### src/design/trpd_pkg.sv
// Shared types and constants for the TGA RLE pixel decoder.
// Request/response payloads, the front-to-back job record and the header codes.
package trpd_pkg;

  typedef struct packed {
    logic       action;
    logic [7:0] data_byte;
  } req_t;

  typedef struct packed {
    logic [1:0]  status;
    logic [7:0]  red;
    logic [7:0]  green;
    logic [7:0]  blue;
    logic [7:0]  alpha;
    logic [15:0] dest_row;
    logic [15:0] dest_col;
    logic        last;
  } rsp_t;

  // Work handed from the parser to the formatter.
  typedef struct packed {
    logic [1:0]      status;
    logic [3:0][7:0] pix;
    logic            has_alpha;
    logic [15:0]     row;
    logic [15:0]     col;
    logic [15:0]     width;
    logic [15:0]     height;
    logic [1:0]      orient;
    logic            last;
  } job_t;

  typedef enum logic [4:0] {
    PH_HEADER = 5'b00001,
    PH_IDSKIP = 5'b00010,
    PH_PKTHDR = 5'b00100,
    PH_PIXEL  = 5'b01000,
    PH_RUN    = 5'b10000
  } phase_t;

  localparam logic [1:0] ST_PIXEL    = 2'd0;
  localparam logic [1:0] ST_BAD_TYPE = 2'd1;
  localparam logic [1:0] ST_BAD_SIZE = 2'd2;
  localparam logic [1:0] ST_RUN_BUSY = 2'd3;

  localparam logic ACT_BYTE  = 1'b0;
  localparam logic ACT_DRAIN = 1'b1;

  localparam logic [4:0] HDR_ID_LEN   = 5'd0;
  localparam logic [4:0] HDR_TYPE     = 5'd2;
  localparam logic [4:0] HDR_WIDTH_LO = 5'd12;
  localparam logic [4:0] HDR_WIDTH_HI = 5'd13;
  localparam logic [4:0] HDR_HEIGHT_LO = 5'd14;
  localparam logic [4:0] HDR_HEIGHT_HI = 5'd15;
  localparam logic [4:0] HDR_DEPTH    = 5'd16;
  localparam logic [4:0] HDR_DESC     = 5'd17;

  localparam logic [7:0] TYPE_RAW  = 8'd2;
  localparam logic [7:0] TYPE_RLE  = 8'd10;
  localparam logic [7:0] DEPTH_24  = 8'd24;
  localparam logic [7:0] DEPTH_32  = 8'd32;
  localparam logic [7:0] ALPHA_OPAQUE = 8'd255;

  localparam logic [7:0] PKT_COUNT_MASK = 8'h7f;
  localparam int         PKT_REPEAT_BIT = 7;
  localparam int         DESC_TOP_BIT   = 5;
  localparam int         DESC_RIGHT_BIT = 4;

endpackage

### src/design/tga_rle_pixel_decoder.sv
// TGA truecolor/RLE pixel decoder, one request per cycle sustained while rsp is not stalled.
// A pixel or error passes through the job queue and then the output register before it appears on rsp.
// Requests are taken one per cycle while the two-entry job queue has space; it fills only under rsp stall.
// Reset clears the parser to the header phase and empties queue and output register.
// Uses trpd_pkg, trpd_front, trpd_queue and trpd_back.
module tga_rle_pixel_decoder (
  input  logic           clk,
  input  logic           rst,
  input  logic           req_valid,
  output logic           req_ready,
  input  trpd_pkg::req_t req,
  output logic           rsp_valid,
  input  logic           rsp_ready,
  output trpd_pkg::rsp_t rsp
);
  import trpd_pkg::*;

  logic job_valid;
  job_t job;
  logic space;
  logic pop;
  logic head_valid;
  job_t head;

  trpd_front u_front (
    .clk       (clk),
    .rst       (rst),
    .req_valid (req_valid),
    .req_ready (req_ready),
    .req       (req),
    .space     (space),
    .job_valid (job_valid),
    .job       (job)
  );

  trpd_queue u_queue (
    .clk        (clk),
    .rst        (rst),
    .push       (job_valid),
    .push_job   (job),
    .space      (space),
    .pop        (pop),
    .head_valid (head_valid),
    .head       (head)
  );

  trpd_back u_back (
    .clk        (clk),
    .rst        (rst),
    .head_valid (head_valid),
    .head       (head),
    .pop        (pop),
    .rsp_valid  (rsp_valid),
    .rsp_ready  (rsp_ready),
    .rsp        (rsp)
  );

endmodule

### src/design/trpd_front.sv
// Front end of the TGA decoder: header parser, ID skip and RLE packet tracking.
// Produces one job per pixel or error into the queue. Uses trpd_pkg.
module trpd_front (
  input  logic          clk,
  input  logic          rst,
  input  logic          req_valid,
  output logic          req_ready,
  input  trpd_pkg::req_t req,
  input  logic          space,
  output logic          job_valid,
  output trpd_pkg::job_t job
);
  import trpd_pkg::*;

  phase_t          phase, phase_next;
  logic [4:0]      header_count, header_count_next;
  logic [7:0]      id_skip_left, id_skip_left_next;
  logic            is_compressed, is_compressed_next;
  logic [15:0]     image_width, image_width_next;
  logic [15:0]     image_height, image_height_next;
  logic            has_alpha, has_alpha_next;
  logic [1:0]      orient_bits, orient_bits_next;
  logic [7:0]      packet_left, packet_left_next;
  logic            packet_repeat, packet_repeat_next;
  logic [1:0]      byte_in_pixel, byte_in_pixel_next;
  logic [3:0][7:0] pixel_bytes, pixel_bytes_next;
  logic [15:0]     file_row, file_row_next;
  logic [15:0]     file_col, file_col_next;
  logic [7:0]      hdr_type, hdr_type_next;
  logic [7:0]      hdr_depth, hdr_depth_next;

  logic       accept;
  logic       emit;
  logic       col_end;
  logic       last_pos;
  logic [7:0] b;
  logic [7:0] pkt_dec;

  assign req_ready = space;
  assign accept    = req_valid && req_ready;
  assign b         = req.data_byte;
  assign col_end   = ({1'b0, file_col} + 17'd1) >= {1'b0, image_width};
  assign last_pos  = (({1'b0, file_row} + 17'd1) == {1'b0, image_height}) &&
                     (({1'b0, file_col} + 17'd1) == {1'b0, image_width});
  assign pkt_dec   = packet_left - 8'd1;

  always_comb begin
    phase_next         = phase;
    header_count_next  = header_count;
    id_skip_left_next  = id_skip_left;
    is_compressed_next = is_compressed;
    image_width_next   = image_width;
    image_height_next  = image_height;
    has_alpha_next     = has_alpha;
    orient_bits_next   = orient_bits;
    packet_left_next   = packet_left;
    packet_repeat_next = packet_repeat;
    byte_in_pixel_next = byte_in_pixel;
    pixel_bytes_next   = pixel_bytes;
    file_row_next      = file_row;
    file_col_next      = file_col;
    hdr_type_next      = hdr_type;
    hdr_depth_next     = hdr_depth;
    emit               = 1'b0;
    job_valid          = 1'b0;
    job                = '0;

    if (accept) begin
      if (req.action == ACT_DRAIN) begin
        if (phase == PH_RUN && packet_left != 8'd0) begin
          packet_left_next = pkt_dec;
          emit             = 1'b1;
          if (pkt_dec == 8'd0) phase_next = PH_PKTHDR;
        end
      end else begin
        case (phase)
          PH_HEADER: begin
            case (header_count)
              HDR_ID_LEN:    id_skip_left_next = b;
              HDR_TYPE:      hdr_type_next = b;
              HDR_WIDTH_LO:  image_width_next = {image_width[15:8], b};
              HDR_WIDTH_HI:  image_width_next = {b, image_width[7:0]};
              HDR_HEIGHT_LO: image_height_next = {image_height[15:8], b};
              HDR_HEIGHT_HI: image_height_next = {b, image_height[7:0]};
              HDR_DEPTH:     hdr_depth_next = b;
              default: ;
            endcase
            if (header_count < HDR_DESC) begin
              header_count_next = header_count + 5'd1;
            end else begin
              orient_bits_next  = {b[DESC_TOP_BIT], b[DESC_RIGHT_BIT]};
              header_count_next = '0;
              if (hdr_type != TYPE_RAW && hdr_type != TYPE_RLE) begin
                job_valid  = 1'b1;
                job.status = ST_BAD_TYPE;
              end else if (image_width == 16'd0 || image_height == 16'd0 ||
                           (hdr_depth != DEPTH_24 && hdr_depth != DEPTH_32)) begin
                job_valid  = 1'b1;
                job.status = ST_BAD_SIZE;
              end else begin
                is_compressed_next = (hdr_type == TYPE_RLE);
                has_alpha_next     = (hdr_depth == DEPTH_32);
                if (id_skip_left != 8'd0) begin
                  phase_next = PH_IDSKIP;
                end else begin
                  byte_in_pixel_next = '0;
                  packet_left_next   = '0;
                  packet_repeat_next = 1'b0;
                  file_row_next      = '0;
                  file_col_next      = '0;
                  phase_next = (hdr_type == TYPE_RLE) ? PH_PKTHDR : PH_PIXEL;
                end
              end
            end
          end
          PH_IDSKIP: begin
            id_skip_left_next = id_skip_left - 8'd1;
            if (id_skip_left == 8'd1) begin
              byte_in_pixel_next = '0;
              packet_left_next   = '0;
              packet_repeat_next = 1'b0;
              file_row_next      = '0;
              file_col_next      = '0;
              phase_next = is_compressed ? PH_PKTHDR : PH_PIXEL;
            end
          end
          PH_PKTHDR: begin
            packet_left_next   = (b & PKT_COUNT_MASK) + 8'd1;
            packet_repeat_next = b[PKT_REPEAT_BIT];
            byte_in_pixel_next = '0;
            phase_next         = PH_PIXEL;
          end
          PH_PIXEL: begin
            pixel_bytes_next[byte_in_pixel] = b;
            if (has_alpha ? (byte_in_pixel != 2'd3) : (byte_in_pixel != 2'd2)) begin
              byte_in_pixel_next = byte_in_pixel + 2'd1;
            end else begin
              byte_in_pixel_next = '0;
              emit               = 1'b1;
              if (is_compressed) begin
                if (packet_left != 8'd0) packet_left_next = pkt_dec;
                if (packet_left == 8'd0 || pkt_dec == 8'd0) phase_next = PH_PKTHDR;
                else if (packet_repeat) phase_next = PH_RUN;
              end
            end
          end
          PH_RUN: begin
            job_valid  = 1'b1;
            job.status = ST_RUN_BUSY;
          end
          default: begin
            phase_next        = PH_HEADER;
            header_count_next = '0;
          end
        endcase
      end

      if (emit) begin
        job_valid     = 1'b1;
        job.status    = ST_PIXEL;
        job.pix       = pixel_bytes_next;
        job.has_alpha = has_alpha;
        job.row       = file_row;
        job.col       = file_col;
        job.width     = image_width;
        job.height    = image_height;
        job.orient    = orient_bits;
        job.last      = last_pos;
        if (last_pos) begin
          phase_next         = PH_HEADER;
          header_count_next  = '0;
          packet_left_next   = '0;
          packet_repeat_next = 1'b0;
          byte_in_pixel_next = '0;
          file_row_next      = '0;
          file_col_next      = '0;
        end else if (col_end) begin
          file_col_next = '0;
          file_row_next = file_row + 16'd1;
        end else begin
          file_col_next = file_col + 16'd1;
        end
      end
    end
  end

  always_ff @(posedge clk) begin
    if (rst) begin
      phase         <= PH_HEADER;
      header_count  <= '0;
      id_skip_left  <= '0;
      is_compressed <= 1'b0;
      image_width   <= '0;
      image_height  <= '0;
      has_alpha     <= 1'b0;
      orient_bits   <= '0;
      packet_left   <= '0;
      packet_repeat <= 1'b0;
      byte_in_pixel <= '0;
      pixel_bytes   <= '0;
      file_row      <= '0;
      file_col      <= '0;
      hdr_type      <= '0;
      hdr_depth     <= '0;
    end else begin
      phase         <= phase_next;
      header_count  <= header_count_next;
      id_skip_left  <= id_skip_left_next;
      is_compressed <= is_compressed_next;
      image_width   <= image_width_next;
      image_height  <= image_height_next;
      has_alpha     <= has_alpha_next;
      orient_bits   <= orient_bits_next;
      packet_left   <= packet_left_next;
      packet_repeat <= packet_repeat_next;
      byte_in_pixel <= byte_in_pixel_next;
      pixel_bytes   <= pixel_bytes_next;
      file_row      <= file_row_next;
      file_col      <= file_col_next;
      hdr_type      <= hdr_type_next;
      hdr_depth     <= hdr_depth_next;
    end
  end

  a_run_has_pixels: assert property (@(posedge clk) disable iff (rst)
    phase == PH_RUN |-> packet_left != 8'd0)
    else $error("run phase with empty packet");

  a_last_returns_header: assert property (@(posedge clk) disable iff (rst)
    job_valid && job.status == ST_PIXEL && job.last |=>
      phase == PH_HEADER && header_count == 5'd0)
    else $error("final pixel did not restart header parse");

endmodule

### src/design/trpd_queue.sv
// Two-entry job queue between the parser and the pixel formatter.
// Uses trpd_pkg for the job record.
module trpd_queue (
  input  logic           clk,
  input  logic           rst,
  input  logic           push,
  input  trpd_pkg::job_t push_job,
  output logic           space,
  input  logic           pop,
  output logic           head_valid,
  output trpd_pkg::job_t head
);
  import trpd_pkg::*;

  job_t       mem [2];
  logic       wr_ptr;
  logic       rd_ptr;
  logic [1:0] count;

  assign space      = (count != 2'd2);
  assign head_valid = (count != 2'd0);
  assign head       = mem[rd_ptr];

  always_ff @(posedge clk) begin
    if (push) mem[wr_ptr] <= push_job;
  end

  always_ff @(posedge clk) begin
    if (rst) begin
      wr_ptr <= 1'b0;
      rd_ptr <= 1'b0;
      count  <= '0;
    end else begin
      if (push) wr_ptr <= ~wr_ptr;
      if (pop)  rd_ptr <= ~rd_ptr;
      count <= count + {1'b0, push} - {1'b0, pop};
    end
  end

  a_no_overflow: assert property (@(posedge clk) disable iff (rst)
    push |-> count != 2'd2)
    else $error("queue overflow");

  a_no_underflow: assert property (@(posedge clk) disable iff (rst)
    pop |-> count != 2'd0)
    else $error("queue underflow");

endmodule

### src/design/trpd_back.sv
// Back end of the TGA decoder: maps a job to colors and destination position.
// Holds the response in an output register. Uses trpd_pkg.
module trpd_back (
  input  logic           clk,
  input  logic           rst,
  input  logic           head_valid,
  input  trpd_pkg::job_t head,
  output logic           pop,
  output logic           rsp_valid,
  input  logic           rsp_ready,
  output trpd_pkg::rsp_t rsp
);
  import trpd_pkg::*;

  rsp_t fmt;

  assign pop = head_valid && (!rsp_valid || rsp_ready);

  always_comb begin
    fmt = '0;
    fmt.status = head.status;
    if (head.status == ST_PIXEL) begin
      fmt.red      = head.pix[2];
      fmt.green    = head.pix[1];
      fmt.blue     = head.pix[0];
      fmt.alpha    = head.has_alpha ? head.pix[3] : ALPHA_OPAQUE;
      fmt.dest_row = head.orient[1] ? head.row : (head.height - 16'd1 - head.row);
      fmt.dest_col = head.orient[0] ? (head.width - 16'd1 - head.col) : head.col;
      fmt.last     = head.last;
    end
  end

  always_ff @(posedge clk) begin
    if (rst) begin
      rsp_valid <= 1'b0;
    end else if (pop) begin
      rsp_valid <= 1'b1;
    end else if (rsp_ready) begin
      rsp_valid <= 1'b0;
    end
  end

  always_ff @(posedge clk) begin
    if (pop) rsp <= fmt;
  end

endmodule

### config.mk
export PLATFORM = sky130hd
export DESIGN_NAME = tga_rle_pixel_decoder
export DESIGN_NICKNAME = d
export VERILOG_FILES = /design/src/design/trpd_pkg.sv /design/src/design/tga_rle_pixel_decoder.sv /design/src/design/trpd_front.sv /design/src/design/trpd_queue.sv /design/src/design/trpd_back.sv
export SDC_FILE = /design/constraint.sdc
export NUM_CORES = 1
export LEC_CHECK = 0
export BUFFER_PORTS_ARGS = -buffer_cell sky130_fd_sc_hd__buf_2
export CORE_MARGIN = 2
export CORE_UTILIZATION = 38
export DETAILED_ROUTE_END_ITERATION = 10
export GPL_TIMING_DRIVEN = 1
export PLACE_DENSITY = 0.6
export SYNTH_ARGS = -nofsm -noshare
export SYNTH_HDL_FRONTEND = slang
export SYNTH_HIERARCHICAL = 1
export SYNTH_SLANG_ARGS = --single-unit
### constraint.sdc
create_clock -name clk -period 17.3 [get_ports clk]
set_input_delay 2.595 -clock clk [delete_from_list [all_inputs] [get_ports clk]]
set_output_delay 2.595 -clock clk [all_outputs]
set_load 0.01 [all_outputs]
==> flow_summary.yaml, run 1 <==
die:
  core_mm2: 0.0588
  dieHeight_um: 247
  die_area_mm2: 0.0611
  die_x_um: 247
  start_util_pct: 38.2
  fp-row-count: 89
  io_pins: 82
setup_path:
  worstPathRequired_ps: 17710
  crit_path_cell_trace: "nand3_1 > nor4_1 > nand3_1 > nor3_1 > xor2_1 > ha_1 > nand3_1 > or4_1 > or4_1 > nor4b_2 > nand4_4 > nand2_1 > o21ai_0"
  path_common_cell: "nand3_1"
  start_kind: "flop"
  cp.arrival_ps: 6180
  critical_path.max_fanout: 34
  crit_path_top_delay_cell: "nand2_1"
  criticalPathCategory: "flop to flop"
  max_stage_delay_ps: 870
  crit_path_end_kind: "flop"
cts:
  clk_latency_ps: 580
  clkTransAtPathRegs_ps: 60
  clockRootBuffer: "clkbuf_16"
  clockBufferDepth: 3
  post_cts_resized: 0
  cts_tree: "done"
  numCtsBuffers: 45
  cts_setup_buffers: 0
  hold_buffers: 0
  htree_levels: 2
  clock_sinks: 422
logic_synthesis:
  synth_xor_area_share_pct: 2.05
  synthMuxAreaShare_pct: 9.21
  synth-edff-count: 271
  syn-num-nets: 2243
  dominantRegCellSynth: "edfxtp_1"
  synth_warnings: 6
  yosys.area_share.adder_pct: 3.74
  synth_seq_cells: 422
  syn_area_per_cell_um2: 10.4
  synth_top_family_by_area: "simple AND/OR/NAND/NOR gates"
  synthArstFlopShare_pct: 0
  synth-compound-area-share_pct: 13.1
  ys_types: 96
  ys_seq_area_share_pct: 49.6
  syn_inst: 2164
  synth-simple-area-share_pct: 17.5
  mappedNetlistArea_mm2: 0.0225
job:
  cap_violations: 0
finish:
  fin_nets: 2236
  fin_cells: 2966
  syn_to_final_growth_pct: 10.2
  antenna_cells: 0
  drive_gt1_share_pct: 14.2
global_routing:
  grt_pass1_vias: 16320
  grt_pass1_wl_mm: 93.0
  overflow: 0
  grt_max_degree: 88
  grt.total_usage_pct: 19.2
  antenna_found_initial: 2
power:
  p_leak_nw: 9.15
  p_per_area_mw_per_mm2: 102
  max-vdd-ir-drop_mv: 0.0650
drt:
  firstDrtPassIters: 6
  postRouteAntennaNets: 0
  drt_iter0_markers: 1753
  drc: 0
  avgRoutedWirePerCell_um: 20.1
  vias: 16947
  drt_wl_total_mm: 59.7
  routed_via_density: 5.71
timing:
  finalMaxSlewViolations: 0
  setup_tns_ps: 0
  relSlewSlack_pct: 29.3
  rsz0062_at_grt: "false"
  fmax_mhz: 173
  finalCritPeriodShare_pct: 33.3
  worst_pin_slew_ps: 1060
  fin_worst_skew_ps: 25.9
  final-setup-viol-count: 0
  hold_viol: 0
  period_needed_ps: 5770
worst_hold_path:
  min_path_type: "flop to flop"
placement:
  gp_congestion: 0.880
  numPortBuffers: 81
  hpwl_mm: 39.0
  placedCellCount: 2883
status:
  outcome: "completed"
-- area by class of cell --
type | count | area [um2]
Clock buffer | 61 | 1260
Multi-Input combinational cell | 1496 | 10300
Tap cell | 773 | 967
Clock inverter | 22 | 214
Inverter | 92 | 345
Timing Repair Buffer | 100 | 551
Sequential cell | 422 | 11200
Fill cell | 5592 | 34000
-- per-stage QoR --
stage | hold WS (ps) | area (um2) | utilization (%) | setup WS, ps | total power, W
final | 467 | 24800 | 42.2 | 11530 | 0.00253
after global routing | 486 | 24800 | 42.2 | 11030 | 0.00263
after CTS | 470 | 24800 | 42.2 | 11620 | 0.00256
after detailed placement | 463 | 23300 | 39.7 | 11260 | 0.00159
after global placement | 461 | 23300 | 39.7 | 11350 | 0.00159
after floorplan | 445 | 22500 | - | 8260 | 0.00146
-- worst max-delay path: cells and delay by family, from the launching register on --
family          cells  cell delay, ps
compound gates      1             200
xor+xnor            1             130
fa+ha+maj           1             310
flops               1             480
simple gates       10            4470
-- cell usage after synthesis (35+ instances only) --
cell | count | area (um2)
nand4_1 | 35 | 219
mux2i_1 | 60 | 601
ha_1 | 64 | 801
nor3_1 | 41 | 205
nand3_1 | 109 | 546
and2_1 | 36 | 225
mux2_4 | 80 | 1200
nor2_1 | 174 | 653
dfxtp_1 | 151 | 3020
nand2_1 | 167 | 627
clkbuf_1 | 101 | 379
and3_1 | 61 | 382
o21ai_0 | 103 | 515
edfxtp_1 | 271 | 8140
a21oi_1 | 151 | 756
inv_1 | 90 | 338
-- sequential cells by signal, indices dropped and copies added, names as in the netlist, 2 cells and up, named ones only --
| name | flops |
|---|---|
| u_front/hdr_type | 8 |
| u_front/header_count | 5 |
| u_front/file_row | 16 |
| u_front/pixel_bytes | 32 |
| u_queue/mem | 204 |
| u_front/orient_bits | 2 |
| u_front/image_height | 16 |
| u_front/file_col | 16 |
| u_front/packet_left | 8 |
| u_back/rsp | 67 |
| u_front/hdr_depth | 8 |
| u_front/byte_in_pixel | 2 |
| u_front/id_skip_left | 8 |
| u_front/phase | 5 |
| u_queue/count | 2 |
| u_front/image_width | 16 |
-- final timing paths --
kind | from | endpoint | slack (ps) | depth (start not counted)
worst max-delay path | u_front/file_col[2] | u_front/packet_repeat | 11530 | 13
worst min-delay path | u_front/image_width[2] | u_front/image_width[2] | 470 | 2
worst max register to register | u_front/file_col[2] | u_front/packet_repeat | 11530 | 13
worst min register to register | u_front/image_width[2] | u_front/image_width[2] | 470 | 2
-- logic make-up (layout without fill, tap and decap cells) --
| logic type | Yosys count | in the layout |
|---|---|---|
| AO/OA/AOI/OAI | 453 | 453 |
| XOR/XNOR | 51 | 51 |
| adder cells (fa/ha/maj) | 66 | 66 |
| buffers and inverters | 246 | 275 |
| flip-flops | 422 | 422 |
| multiplexers | 164 | 164 |
| AND/OR/NAND/NOR | 762 | 762 |
-- where the power goes --
group | switching [W] | leakage, nW | internal [W]
logic | 0.000230 | 4.24 | 0.000122
registers | 0.0000418 | 4.20 | 0.00117
clock network | 0.000404 | 0.709 | 0.000559
total | 0.000676 | 9.15 | 0.00185
-- routing by layer --
layer,GRT usage (%),part of all wire [%]
met2,30.8,46
met4,6.80,3.3
met1,26.5,45
met5,0,0
met3,2.70,6.0
-- placed cells by master, fill, tap and decap left out, types with 30 or more instances in the layout --
cell type  synthesis  final
nand4_1           35     35
nand2_1          167    165
dfxtp_1          151    150
edfxtp_1         271    271
clkbuf_16          0     48
o21ai_0          103    103
nor3_1            41     41
or3_1             30     30
nor2_1           174    172
nand3_1          109    109
xnor2_1           31     31
mux2i_1           60     60
and3_1            61     61
inv_1             90     90
a21oi_1          151    151
buf_2             21     80
and2_1            36     34
ha_1              64     64
mux2_4            80     80
(Power assumes the default switching activity.)
==> run 2, diff against run 1 <==
==> constraint.sdc (replaced) <==
create_clock -name clk -period 5.8 [get_ports clk]
set_input_delay 0.87 -clock clk [delete_from_list [all_inputs] [get_ports clk]]
set_output_delay 0.87 -clock clk [all_outputs]
set_load 0.01 [all_outputs]
==> flow_summary.yaml, run 2 (same netlist as run 1, synthesis figures left out) <==
setup_path:
  cp.arrival_ps: 5490
  reg2reg_to: "u_front/packet_left[4]"
  worstPathRequired_ps: 6270
  worstSetupPathDepth: 15
  reg2reg_depth: 15
  crit_path_top_delay_cell: "or4_1"
  endpoint: "u_front/packet_left[4]"
  worst-path-buf-inv: 2
  worstReg2RegStart: "u_front/file_col[2]"
  start_kind: "flop"
  cp_top_family: "simple AND/OR/NAND/NOR gates"
  crit_path_end_kind: "flop"
  crit_path_cell_trace: "nand3_1 > nor4_1 > buf_4 > nand3_1 > nor3_1 > xor2_1 > ha_1 > nand3_1 > or4_1 > or4_1 > nor4b_2 > nand4_4 > nand2_1 > buf_4 > o22ai_1"
  max_stage_delay_ps: 590
  critical_path.max_fanout: 22
  rrSetupSlack_ps: 790
  path_common_cell: "nand3_1"
  criticalPathCategory: "flop to flop"
  crit_start: "u_front/file_col[2]"
global_routing:
  overflow: 0
  grt.total_usage_pct: 18.4
  grt_max_degree: 92
  grt_pass1_wl_mm: 89.5
  grt_pass1_vias: 15959
  antenna_found_initial: 1
placement:
  hpwl_mm: 38.8
  place_area_mm2: 0.0234
  numPortBuffers: 81
  gp_congestion: 0.906
finish:
  reg_top3: "u_queue/mem x204, u_back/rsp x67, u_front/pixel_bytes x32"
  final_cell_mix: "271 x edfxtp_1, 172 x nor2_1, 165 x nand2_1"
  antenna_cells: 0
  fin_nets: 2241
  top_register: "u_queue/mem"
  syn_to_final_growth_pct: 10.4
  largest_register_ffs: 204
  drive_gt1_share_pct: 14.3
  final_area_mm2: 0.0248
  layout_commonest_cell: "edfxtp_1"
cts:
  clockRootBuffer: "clkbuf_16"
  clockBufferDepth: 3
  clkTransAtPathRegs_ps: 60
  post_cts_resized: 0
  cts_setup_buffers: 0
  cts_tree: "done"
  numCtsBuffers: 46
  clock_sinks: 422
  clk_latency_ps: 600
  htree_levels: 2
  hold_buffers: 0
drt:
  routed_via_density: 5.69
  drt_wl_total_mm: 57.5
  avgRoutedWirePerCell_um: 19.3
  drt_iter0_markers: 1337
  drc: 0
  vias: 16897
  firstDrtPassIters: 6
  postRouteAntennaNets: 0
power:
  p_per_area_mw_per_mm2: 301
  p_leak_nw: 9.18
  max-vdd-ir-drop_mv: 0.214
worst_hold_path:
  min_path_type: "flop to flop"
  worst_hold_path.num_cells: 2
die:
  start_util_pct: 38.2
  core_mm2: 0.0588
  die_area_mm2: 0.0611
  io_pins: 82
  dieHeight_um: 247
  die_x_um: 247
  fp-row-count: 89
timing:
  worst_pin_slew_ps: 1050
  hold_viol: 0
  setup_tns_ps: 0
  fin_worst_skew_ps: 32.7
  final-setup-viol-count: 0
  rsz0062_at_grt: "false"
  relSlewSlack_pct: 29.3
  finalCritPeriodShare_pct: 86.4
  period_needed_ps: 5010
  finalMaxSlewViolations: 0
  fmax_mhz: 199
status:
  outcome: "completed"
job:
  cap_violations: 0
==> run 2: cell types whose count changed in the layout (fill, tap and decap cells not counted), moves of 2 or more <==
cell and change:
clkbuf_8 +3, clkbuf_16 -2, clkinv_1 +6, clkinv_4 -2
clkinvlp_4 -2, clkbuf_1 -3, buf_12 +2, buf_4 +2
==> run 2: power by group <==
part           leakage [nW]  total, W  internal, W  switching (W)
clock network         0.714   0.00283      0.00161        0.00122
logic                  4.27   0.00102     0.000373       0.000645
registers              4.20   0.00363      0.00349       0.000140
==> run 2: routing by layer <==
layer	track usage (%)	vias to the layer above	routed length, um
met4	5.32	2	1240
met1	25.8	8285	26400
met3	2.58	86	3140
met5	0	-	11
met2	29.6	532	26700
li1	-	7992	-
==> run 2: layout make-up <==
class / instances / area (um2)
Fill cell: 5527 / 34000
Sequential cell: 422 / 11200
Multi-Input combinational cell: 1496 / 10300
Clock buffer: 59 / 1240
Tap cell: 773 / 967
Timing Repair Buffer: 104 / 606
Inverter: 92 / 345
Clock inverter: 26 / 226
==> run 2: worst min path at each step <==
stage,startpoint,to
after floorplan,u_front/image_width[5],u_front/image_width[5]
after global placement,u_front/image_width[1],u_front/image_width[1]
after detailed placement,u_front/image_width[6],u_front/image_width[6]
after CTS,u_front/image_width[6],u_front/image_width[6]
after global routing,u_front/pixel_bytes[3],u_front/pixel_bytes[3]
final,u_front/pixel_bytes[20],u_front/pixel_bytes[20]
==> run 2: worst min-delay path: stages (launching register included) <==
cell,delay [ps]
dfxtp_1,310
o21ai_0,60
a21oi_1,60
==> run 2: stage by stage <==
stage | std cells | setup WS (ps) | utilization, % | total power [W] | hold WS [ps]
3_5_place_dp | 2887 | 954 | 39.7 | 0.00473 | 466
2_1_floorplan | 2164 | 429 | - | 0.00434 | 445
5_1_grt | 2972 | 453 | 42.2 | 0.00781 | 494
3_3_place_gp | 2887 | 983 | 39.7 | 0.00472 | 460
6_report | 2972 | 786 | 42.2 | 0.00748 | 478
4_1_cts | 2972 | 904 | 42.2 | 0.00758 | 475
==> run 3, diff against run 2 <==
--- a/config.mk
+++ b/config.mk
@@ -7,10 +7,10 @@
 export LEC_CHECK = 0
 export BUFFER_PORTS_ARGS = -buffer_cell sky130_fd_sc_hd__buf_2
 export CORE_MARGIN = 2
-export CORE_UTILIZATION = 38
+export CORE_UTILIZATION = 47
 export DETAILED_ROUTE_END_ITERATION = 10
 export GPL_TIMING_DRIVEN = 1
-export PLACE_DENSITY = 0.6
+export PLACE_DENSITY = 0.62
 export SYNTH_ARGS = -nofsm -noshare
 export SYNTH_HDL_FRONTEND = slang
 export SYNTH_HIERARCHICAL = 1
==> flow_summary.yaml, run 3 (same netlist as run 1, synthesis figures left out) <==
finish:
  nFillCells: 4210
  drive_gt1_share_pct: 14.8
  antenna_cells: 0
  largest_register_ffs: 204
  syn_to_final_growth_pct: 11.0
  top_register: "u_queue/mem"
  final_cell_mix: "271 x edfxtp_1, 172 x nor2_1, 165 x nand2_1"
  fin_nets: 2249
  ff_latch_area_mm2: 0.0112
  reg_top3: "u_queue/mem x204, u_back/rsp x67, u_front/pixel_bytes x32"
  multiInputGateArea_mm2: 0.0103
  fin_util_pct: 52.6
  layout_commonest_cell: "edfxtp_1"
drt:
  vias: 16861
  postRouteAntennaNets: 0
  avgRoutedWirePerCell_um: 20.3
  firstDrtPassIters: 6
  drc: 0
  drt_iter0_markers: 1728
  routed_via_density: 5.97
  drt_wl_total_mm: 57.4
setup_path:
  max_stage_delay_ps: 560
  cp.arrival_ps: 5380
  worst-path-buf-inv: 1
  crit_path_top_delay_cell: "or4_1"
  worstPathRequired_ps: 6280
  criticalPathCategory: "flop to flop"
  crit_path_end_kind: "flop"
  cp_top_family: "simple AND/OR/NAND/NOR gates"
  start_kind: "flop"
  path_common_cell: "nand3_1"
  critical_path.max_fanout: 34
  crit_path_cell_trace: "nand3_1 > nor4_1 > buf_4 > nand3_1 > nor3_1 > xor2_1 > ha_1 > nand3_1 > or4_1 > or4_1 > nor4b_2 > nand4_4 > and2_1 > a32o_1"
  rrSetupSlack_ps: 900
die:
  fp-row-count: 80
  die_area_mm2: 0.0496
  dieHeight_um: 223
  core_mm2: 0.0474
  start_util_pct: 47.4
  die_x_um: 223
  io_pins: 82
global_routing:
  antenna_found_initial: 2
  overflow: 0
  grt_pass1_wl_mm: 89.5
  grt_max_degree: 59
  grt.total_usage_pct: 22.8
  grt_pass1_vias: 15700
cts:
  numCtsBuffers: 46
  clockBufferDepth: 3
  clk_latency_ps: 590
  clockRootBuffer: "clkbuf_16"
  cts_tree: "done"
  cts_setup_buffers: 0
  clkTransAtPathRegs_ps: 60
  post_cts_resized: 0
  htree_levels: 2
  clock_sinks: 422
  hold_buffers: 0
job:
  cap_violations: 0
timing:
  rsz0062_at_grt: "false"
  finalMaxSlewViolations: 0
  setup_tns_ps: 0
  fin_worst_skew_ps: 33.1
  fmax_mhz: 204
  final-setup-viol-count: 0
  hold_viol: 0
  finalCritPeriodShare_pct: 84.4
  period_needed_ps: 4900
  worst_slack_ps: 904
  worst_pin_slew_ps: 1290
  relSlewSlack_pct: 13.0
power:
  max-vdd-ir-drop_mv: 0.191
  p_per_area_mw_per_mm2: 320
  p_leak_nw: 9.35
placement:
  gp_congestion: 0.880
  pre_cts_slack_ps: 953
  hpwl_mm: 38.5
  numPortBuffers: 81
worst_hold_path:
  min_path_type: "flop to flop"
status:
  outcome: "completed"
==> run 3: worst paths after layout <==
| check | cells after the start | to | startpoint |
|---|---|---|---|
| max | 14 | u_front/file_row[1] | u_front/file_col[2] |
| max reg2reg | 14 | u_front/file_row[1] | u_front/file_col[2] |
| min reg2reg | 2 | u_front/pixel_bytes[9] | u_front/pixel_bytes[9] |
| min | 2 | u_front/pixel_bytes[9] | u_front/pixel_bytes[9] |
==> run 3: metrics by stage <==
stage	cells	cell area, um2	power (W)	hold slack [ps]
global placement	2737	23200	0.00471	460
global route	2823	25000	0.00826	493
CTS	2823	25000	0.00807	473
finish	2823	25000	0.00799	473
detailed placement	2737	23200	0.00472	464
floorplan	2164	22500	0.00434	445
==> run 3: power by group <==
| part | total, W | leakage (nW) | internal (W) | switching, W |
|---|---|---|---|---|
| registers | 0.00365 | 4.20 | 0.00349 | 0.000161 |
| clock network | 0.00334 | 0.844 | 0.00211 | 0.00123 |
| logic | 0.000995 | 4.31 | 0.000372 | 0.000623 |
==> run 3: layout make-up <==
cell class,count,share of cell area (%)
repair buffers,112,2.67
clock inverters,30,1.95
inverters,92,1.38
clock buffers,56,5.01
flip-flops and latches,422,44.7
well taps,615,3.08
multi-input cells,1496,41.2
==> run 3: worst register-to-register path, stage by stage (launching register included) <==
cell	delay [ps]
dfxtp_1	480
nand3_1	270
nor4_1	350
buf_4	180
nand3_1	190
nor3_1	290
xor2_1	130
ha_1	310
nand3_1	110
or4_1	560
or4_1	430
nor4b_2	330
nand4_4	520
and2_1	400
a32o_1	250
==> run 3: metal layers <==
layer,wire length [um],GRT usage [%]
met5,0,0
met4,1390,6.06
met3,3700,3.68
met2,25400,34.8
met1,27000,33.6
